### config.mk
export PLATFORM = sky130hd
export DESIGN_NAME = gcr_merge
export DESIGN_NICKNAME = d
export VERILOG_FILES = /design/src/gcr_pkg.sv /design/src/gcr_merge.sv
export SDC_FILE = /design/constraint.sdc
export NUM_CORES = 1
export LEC_CHECK = 0
export BUFFER_PORTS_ARGS = -buffer_cell sky130_fd_sc_hd__buf_2
export CAP_MARGIN = 0
export CORE_ASPECT_RATIO = 0.9
export CORE_MARGIN = 2
export CORE_UTILIZATION = 33
export DETAILED_ROUTE_END_ITERATION = 8
export PLACE_DENSITY = 0.75
export REMOVE_ABC_BUFFERS = 1
export SLEW_MARGIN = 20
export SYNTH_ARGS = -nofsm -noshare
export SYNTH_HDL_FRONTEND = slang
export SYNTH_SLANG_ARGS = --single-unit
### constraint.sdc
create_clock -name clk -period 0.8 [get_ports clk]
set_input_delay 0.12 -clock clk [delete_from_list [all_inputs] [get_ports clk]]
set_output_delay 0.12 -clock clk [all_outputs]
set_load 0.005 [all_outputs]
### src/gcr_pkg.sv
// Package for the gamma correction block: pixel transfer types, fixed widths and constants.
// Also holds the elaboration-time functions that build the log2 and exp2 lookup tables.
// No dependencies; every other file of the block imports it.
package gcr_pkg;

    // Channel width and input fraction (input channels are U4.12, results U0.16).
    localparam int CHANNEL_BITS = 16;
    localparam int FRAC_IN      = CHANNEL_BITS - 4;

    // Exponent register, U4.12, reset to about 1/2.2.
    localparam int                    GAMMA_BITS  = 16;
    localparam logic [GAMMA_BITS-1:0] GAMMA_RESET = 16'd1862;

    // Cycles from the accepting edge to the edge that ends the result strobe.
    localparam int GCR_LATENCY = 8;

    // One input pixel.
    typedef struct packed {
        logic [CHANNEL_BITS-1:0] red_in;
        logic [CHANNEL_BITS-1:0] green_in;
        logic [CHANNEL_BITS-1:0] blue_in;
    } pixel_in_t;

    // One corrected pixel.
    typedef struct packed {
        logic [CHANNEL_BITS-1:0] red_out;
        logic [CHANNEL_BITS-1:0] green_out;
        logic [CHANNEL_BITS-1:0] blue_out;
    } pixel_out_t;

    // 16-bit fraction of log2 of a Q1.30 mantissa in [1,2), by repeated squaring.
    function automatic logic [15:0] log_frac(input logic [63:0] m_in);
        logic [63:0] m;
        logic [15:0] r;
        m = m_in;
        r = '0;
        for (int b = 15; b >= 0; b--) begin
            m = (m * m) >> 30;
            if (m >= 64'h0000_0000_8000_0000) begin
                r[b] = 1'b1;
                m    = m >> 1;
            end
        end
        return r;
    endfunction

    // Log table entry: floor(65536*log2(1+i/2^a)), with the last entry at exactly 1.0.
    function automatic logic [16:0] lg_entry(input int i, input int a);
        logic [63:0] mant;
        if (i >= (1 << a)) begin
            return 17'd65536;
        end
        mant = 64'((1 << a) + i) << (30 - a);
        return {1'b0, log_frac(mant)};
    endfunction

    // Exp table entry: smallest Q1.16 mantissa whose log reaches i*2^(16-a).
    function automatic logic [17:0] ex_entry(input int i, input int a);
        logic [31:0] lo;
        logic [31:0] hi;
        logic [31:0] mid;
        logic [31:0] target;
        if (i >= (1 << a)) begin
            return 18'd131072;
        end
        target = 32'(i) << (16 - a);
        lo     = 32'd65536;
        hi     = 32'd131072;
        for (int k = 0; k < 20; k++) begin
            if (lo < hi) begin
                mid = (lo + hi) >> 1;
                if (32'(log_frac(64'(mid) << 14)) >= target) begin
                    hi = mid;
                end else begin
                    lo = mid + 32'd1;
                end
            end
        end
        return lo[17:0];
    endfunction

endpackage

### src/gcr_merge.sv
// Merge stage of the gamma correction block: packs the three lane results into one
// registered output pixel with its strobe. Depends on gcr_pkg for the result type.
module gcr_merge
    import gcr_pkg::*;
(
    input  logic                    clk,
    input  logic                    rst_n,
    input  logic                    valid_in,
    input  logic [CHANNEL_BITS-1:0] red_lane,
    input  logic [CHANNEL_BITS-1:0] green_lane,
    input  logic [CHANNEL_BITS-1:0] blue_lane,
    output logic                    done,
    output pixel_out_t              result
);

    logic       done_reg, done_next;
    pixel_out_t result_reg, result_next;

    // Combine the lanes into one result transfer.
    always_comb
    begin
        done_next             = valid_in;
        result_next.red_out   = red_lane;
        result_next.green_out = green_lane;
        result_next.blue_out  = blue_lane;
    end

    // The strobe is control state and resets; the pixel is payload.
    always_ff @(posedge clk or negedge rst_n)
    begin
        if (!rst_n) begin
            done_reg <= 1'b0;
        end else begin
            done_reg <= done_next;
        end
    end

    always_ff @(posedge clk)
    begin
        result_reg <= result_next;
    end

    assign done   = done_reg;
    assign result = result_reg;

endmodule

==> impl_metrics.tcl, run 1 <==
set metrics [dict create \
    hold_viol 0 \
    fin_crit_ns 0.974 \
    final_antenna_net_count 0 \
    ir_drop_v 0.00118 \
    multiInputGateArea_um2 0 \
    ios 100 \
    synth_cells 49 \
    h-tree-depth 2 \
    status "finished, violations left" \
    antenna_cells 0 \
    synthTopCellsByArea "dfxtp_1 (97%), dfrtp_1 (2.5%)" \
    layout-drive-gt1-share 0.626 \
    wl_per_cell_um 17.4 \
    relSlewSlack 0.906 \
    start_util 0.353 \
    grt_pass1_vias 1025 \
    cts.reportedPaths.clkPinSlew_ns 0.12 \
    crit_path_start_kind "flip-flop" \
    end_kind "output pin" \
    maxCapViolations 0 \
    dieHeight_um 55.9 \
    die_area_um2 3440 \
    critical_path_peak_fanout 1 \
    avgSynthCellArea_um2 20.1 \
    num-multi-input-gates 0 \
    failed_checks "setup timing" \
    slew_violations 0 \
    drc_errors 0 \
    largest_reg_flops 48 \
    fin_tns_setup_ns -5.28 \
    vias 993 \
    seqPwrFrac 0.623 \
    port_buffers 99 \
    grt_usage 0.213 \
    p_clk_frac 0.252 \
    p_leak_uw 0.00107 \
    core_area_um2 2790 \
    numCtsBuffers 5 \
    synth_top_area_frac 0.975 \
    p_int_uw 3300 \
    drt_first_pass_iters 3 \
    rows 18 \
    yosys.area.top_type "dfxtp_1" \
    grt_antenna_before_repair 0 \
    die_w_um 61.6 \
    cts_max_path_buffers 2 \
    timing.final.crit_share 1.22 \
    post_cts_buffers 0 \
    net-switching-power_uw 933 \
    design_area_um2 2200 \
    ys_seq_area_frac 1.00 \
    cts_sinks 49 \
    dp.cells 188 \
    ys_types 2 \
    gr-total-overflow 0 \
    path_buf_inv 1 \
    crit_arrival_ns 0.85 \
    routed_via_density 4.04 \
    synth-seq-cells 49 \
    place.gp.congestion 0.613 \
    switching_share 0.221 \
    layout_commonest_cell "buf_2" \
    finalSetupViolCount 49 \
    rsz0062_at_grt "yes" \
    fin_nets 256 \
    p_comb_frac 0.125 \
    syn_to_final_growth_pct 124 \
    cpPeakStageDelay_ns 0.40 \
    fmax_mhz 1030 \
    grt_pass1_wl_mm 5.16 \
    drt_iter0_drc 28 \
    grt_max_degree 16 \
    routed_wl_mm 4.27 \
    crit_slowest_cell "dfrtp_1" \
    synth_warnings 0 \
    cp_data_required_time_ns 0.68 \
    hold_class "input pin to async pin" \
    cts_tree "done" \
    cp_cell_sequence "buf_2" \
    synthesis.area_um2 986 \
    cts_root_buf "clkbuf_4" \
    setup_ws_ns -0.174 \
    p_per_area_nw_per_um2 1920 \
    fin_cells 246 \
    final_cell_mix "buf_2 (85), dlygate4sd3_1 (50), dfxtp_1 (25)" \
    cp_top_family "flip-flops" \
    dpl_cell_area_um2 1530 \
    worst_pin_slew_ns 0.141 \
    crit_type "flip-flop to output pin" \
]
## final cells by class
cell class,count,area [um^2]
clock inverters,2,15.0
clock buffers,6,41.3
repair buffers,149,1080
well taps,40,50.0
fillers,163,588
flip-flops and latches,49,1010
## Yosys cell counts
| cell type | n |
|---|---|
| dfrtp_1 | 1 |
| dfxtp_1 | 48 |
## power groups by stage
stage | registers (uW) | logic, uW | clock network [uW]
floorplan | 2680 | 0 | 0
global placement | 2650 | 256 | 0
detailed placement | 2650 | 263 | 0
CTS | 2600 | 458 | 1090
global route | 2640 | 561 | 1210
finish | 2630 | 530 | 1070
## kinds of logic (layout without fill, tap and decap cells)
group | count (synthesis) | count (layout) | synth area share
flops | 49 | 49 | 1.00
buf+inv | 0 | 157 | 0
## worst max path at each step
| stage | from | endpoint | slack [ns] | depth (start not counted) |
|---|---|---|---|---|
| final | done$_DFF_PN0_ | done | -0.17 | 1 |
| after global placement | done$_DFF_PN0_ | done | 0.22 | 1 |
| after global routing | done$_DFF_PN0_ | done | -0.23 | 1 |
| after floorplan | done$_DFF_PN0_ | done | 0.33 | 0 |
| after CTS | done$_DFF_PN0_ | done | -0.20 | 1 |
| after detailed placement | done$_DFF_PN0_ | done | 0.20 | 1 |
## per-layer routing
| layer | vias to the layer above | global-route usage | wire length [um] | share of wire |
|---|---|---|---|---|
| met4 | 0 | 0.0638 | 119 | 0.028 |
| li1 | 458 | - | - | - |
| met3 | 12 | 0.0698 | 404 | 0.095 |
| met1 | 459 | 0.212 | 1460 | 0.34 |
| met5 | - | 0 | 0 | 0 |
| met2 | 64 | 0.397 | 2290 | 0.54 |
## per-stage QoR
| stage | setup WS [ns] | power [uW] | util | hold slack (ns) |
|---|---|---|---|---|
| global route | -0.230 | 4420 | 0.789 | 0.0636 |
| global placement | 0.224 | 2910 | 0.548 | -0.0962 |
| finish | -0.174 | 4230 | 0.789 | 0.0789 |
| detailed placement | 0.198 | 2920 | 0.548 | -0.103 |
| CTS | -0.200 | 4150 | 0.751 | 0.0454 |
| floorplan | 0.331 | 2680 | - | -0.176 |
## what timing repair did
action                                  in CTS  in global routing
endpoints found under the hold margin       50                  0
resized for setup                            4                 33
hold buffers                                50                  0
endpoints found under the setup margin      49                 49
No activity file was read; power rests on OpenSTA's default activity.
==> run 2: changes to the inputs <==
CORE_ASPECT_RATIO = 1.5   (was 0.9)
==> impl_metrics.tcl, run 2 (synthesis results as in run 1) <==
set metrics [dict create \
    status "finished, violations left" \
    failed_checks "setup timing" \
    critical_path_peak_fanout 1 \
    wl_per_cell_um 12.7 \
    drt_iter0_drc 10 \
    num-multi-input-gates 0 \
    crit_type "flip-flop to output pin" \
    rows 24 \
    dieHeight_um 70.9 \
    cts_tree "done" \
    final_antenna_net_count 0 \
    fin_nets 256 \
    dp_slack_ns 0.233 \
    fmax_mhz 1080 \
    grt_max_degree 16 \
    syn_to_final_growth_pct 120 \
    ir_drop_v 0.00173 \
    cp_cell_sequence "buf_2" \
    cpPeakStageDelay_ns 0.39 \
    cp_top_family "flip-flops" \
    h-tree-depth 2 \
    cts_max_path_buffers 2 \
    cts_root_buf "clkbuf_8" \
    final_cell_mix "buf_2 (94), dlygate4sd3_1 (50), dfxtp_1 (32)" \
    dpl_cell_area_um2 1530 \
    cts_sinks 49 \
    grt_pass1_vias 1043 \
    cp_data_required_time_ns 0.68 \
    hold_viol 0 \
    layout-drive-gt1-share 0.597 \
    worst_pin_slew_ns 0.0877 \
    routed_via_density 3.91 \
    place.gp.congestion 0.642 \
    start_util 0.342 \
    end_kind "output pin" \
    cts.reportedPaths.clkPinSlew_ns 0.08 \
    p_leak_uw 0.00107 \
    hold_class "input pin to async pin" \
    final_core_util 0.752 \
    setup_ws_ns -0.130 \
    largest_reg_flops 48 \
    post_cts_buffers 0 \
    numCtsBuffers 5 \
    port_buffers 99 \
    fin_crit_ns 0.930 \
    maxCapViolations 0 \
    filler_cell_count 196 \
    drc_errors 0 \
    path_buf_inv 1 \
    crit_slowest_cell "dfrtp_1" \
    die_w_um 48.6 \
    drt_first_pass_iters 4 \
    gr-total-overflow 0 \
    core_area_um2 2880 \
    antenna_cells 0 \
    rsz0062_at_grt "yes" \
    grt_usage 0.179 \
    design_area_um2 2170 \
    timing.final.crit_share 1.16 \
    crit_path_start_kind "flip-flop" \
    routed_wl_mm 3.12 \
    crit_arrival_ns 0.81 \
    slew_violations 0 \
    multiInputGateArea_um2 0 \
    layout_commonest_cell "buf_2" \
    grt_pass1_wl_mm 4.46 \
    finalSetupViolCount 49 \
    ios 100 \
    p_per_area_nw_per_um2 2030 \
    grt_antenna_before_repair 0 \
    relSlewSlack 0.941 \
    vias 958 \
    die_area_um2 3450 \
]
run 2: cell types whose count changed in the layout (fill, tap and decap cells not counted), moves of 5 or more:
cell	change
buf_2	+9
buf_6	-9
dfxtp_1	+7
dfxtp_2	-7
clkbuf_4	-5
clkbuf_8	+5
run 2: stage by stage:
stage               std cells  TNS, ns  total power (uW)  hold WS (ns)
global route              245    -3.12              4620         0.124
global placement          187        0              2900        -0.105
floorplan                  49        0              2680        -0.176
finish                    245    -1.41              4410         0.143
detailed placement        187        0              2920        -0.105
CTS                       245    -1.91              4430         0.121
run 2: cell type report:
type	count	area, um^2	share of cell area
Sequential cell	49	1010	0.464
Tap cell	39	48.8	0.0225
Clock buffer	5	68.8	0.0317
Clock inverter	3	17.5	0.00808
Timing Repair Buffer	149	1030	0.474
run 2: layer usage:
layer,vias to the layer above,part of all wire,track usage
met2,54,0.61,0.371
met1,438,0.30,0.136
met4,0,0.031,0.127
met5,-,0,0
met3,8,0.052,0.0380
li1,458,-,-
run 2: timing repair:
action	4_1_cts	5_1_grt
endpoints found under the hold margin	50	0
hold buffers	50	0
endpoints found under the setup margin	49	49
gates resized for setup	2	19
run 2: where the power goes:
group	internal, uW	switching [uW]
Sequential	2580	35.5
Clock	603	716
Combinational	340	136
Total	3520	888
run 2: path summary, 6_finish.rpt:
check / slack, ns / depth (start not counted) / startpoint / end
max: -0.13 / 1 / done$_DFF_PN0_ / done
min: 0.14 / 2 / rst_n / done$_DFF_PN0_
max in group asynchronous: 0.57 / 2 / rst_n / done$_DFF_PN0_
min in group clk: 0.47 / 2 / blue_lane[13] / result[13]$_DFF_P_
==> run 3: changes to the inputs <==
ABC_CLOCK_PERIOD_IN_PS = 800   (was unset)
BUFFER_PORTS_ARGS = -buffer_cell sky130_fd_sc_hd__clkbuf_2   (was -buffer_cell sky130_fd_sc_hd__buf_2)
==> impl_metrics.tcl, run 3 (synthesis results as in run 1) <==
set metrics [dict create \
    hold_class "input pin to async pin" \
    p_per_area_nw_per_um2 2190 \
    rows 24 \
    drt_first_pass_iters 4 \
    cp_cell_sequence "clkbuf_2" \
    relSlewSlack 0.937 \
    syn_to_final_growth_pct 126 \
    slew_violations 0 \
    vias 956 \
    grt_pass1_vias 1026 \
    routed_wl_mm 3.21 \
    maxCapViolations 0 \
    final_core_util 0.771 \
    start_util 0.342 \
    grt_max_degree 15 \
    place.gp.congestion 0.635 \
    critical_path_peak_fanout 1 \
    status "finished, violations left" \
    post_cts_buffers 0 \
    ir_drop_v 0.00201 \
    fin_crit_ns 0.901 \
    wl_per_cell_um 13.1 \
    cts_sinks 49 \
    grt_usage 0.192 \
    timing.final.crit_share 1.13 \
    largest_reg_flops 48 \
    hold_viol 0 \
    core_area_um2 2880 \
    h-tree-depth 2 \
    cts_max_path_buffers 2 \
    worst_pin_slew_ns 0.0941 \
    seq_area_um2 1020 \
    num-multi-input-gates 0 \
    crit_type "flip-flop to output pin" \
    final_cell_mix "clkbuf_2 (87), dlygate4sd3_1 (50), dfxtp_2 (31)" \
    setup_ws_ns -0.101 \
    drt_iter0_drc 5 \
    die_w_um 48.6 \
    filler_cell_count 199 \
    end_kind "output pin" \
    path_buf_inv 1 \
    drc_errors 0 \
    fin_nets 256 \
    cts.reportedPaths.clkPinSlew_ns 0.08 \
    cts_root_buf "clkbuf_8" \
    cts_tree "done" \
    port_buffers 99 \
    grt_pass1_wl_mm 4.67 \
    rsz0062_at_grt "yes" \
    cpPeakStageDelay_ns 0.38 \
    dieHeight_um 70.9 \
    grt_antenna_before_repair 0 \
    fin_cells 245 \
    multiInputGateArea_um2 0 \
    p_leak_uw 0.00111 \
    final_antenna_net_count 0 \
    die_area_um2 3450 \
    antenna_cells 0 \
    finalSetupViolCount 49 \
    crit_slowest_cell "dfrtp_1" \
    crit_path_start_kind "flip-flop" \
    layout_commonest_cell "clkbuf_2" \
    fmax_mhz 1110 \
    cp_top_family "flip-flops" \
    failed_checks "setup timing" \
    crit_arrival_ns 0.78 \
    routed_via_density 3.90 \
    layout-drive-gt1-share 0.665 \
    numCtsBuffers 5 \
    gr-total-overflow 0 \
    dp.cells 187 \
    hold-worst-slack_ns 0.133 \
    fin_tns_setup_ns -1.59 \
    cp_data_required_time_ns 0.68 \
    ios 100 \
]
-- run 3: cell types whose count changed in the layout (fill, tap and decap cells not counted), sizes merged --
cell	before	now
buf	99	12
bufinv	0	1
clkinvlp	1	0
clkbuf	5	94
clkinv	2	0
-- run 3: area by class of cell --
class | instances | area share
clock buffer | 7 | 0.0388
clock inverter | 1 | 0.0135
sequential | 49 | 0.461
timing repair buffer | 149 | 0.465
tap | 39 | 0.0219
-- run 3: final timing paths --
path / from / endpoint / slack, ns / cells after the start
setup / recovery: done$_DFF_PN0_ / done / -0.10 / 1
max in group asynchronous: rst_n / done$_DFF_PN0_ / 0.57 / 2
hold / removal: rst_n / done$_DFF_PN0_ / 0.13 / 2
min in group clk: green_lane[3] / result[19]$_DFF_P_ / 0.46 / 2
-- run 3: what timing repair did --
item                                   CTS  global route
gates cloned                             0             0
gates resized for setup                  8            39
hold buffers                            50             0
endpoints found under the hold margin   50             0
setup endpoints to repair               49            49
-- run 3: per-layer routing --
layer | vias up | track usage | routed length (um)
met5 | - | 0 | 0
met4 | 0 | 0.0889 | 62
met3 | 6 | 0.0717 | 225
met2 | 55 | 0.408 | 2070
met1 | 437 | 0.137 | 856
li1 | 458 | - | -
-- run 3: metrics by stage --
| stage | setup WS [ns] | instance area (um^2) | total power, uW |
|---|---|---|---|
| 6_report | -0.101 | 2220 | 4860 |
| 5_1_grt | -0.131 | 2220 | 5050 |
| 4_1_cts | -0.0824 | 2160 | 4840 |
| 3_5_place_dp | 0.245 | 1530 | 2920 |
| 3_3_place_gp | 0.242 | 1530 | 2910 |
| 2_1_floorplan | 0.331 | 986 | 2680 |
-- run 3: power breakdown --
part	internal, uW	switching, uW
registers	2590	39.6
clock network	1020	736
logic	343	140
total	3950	916
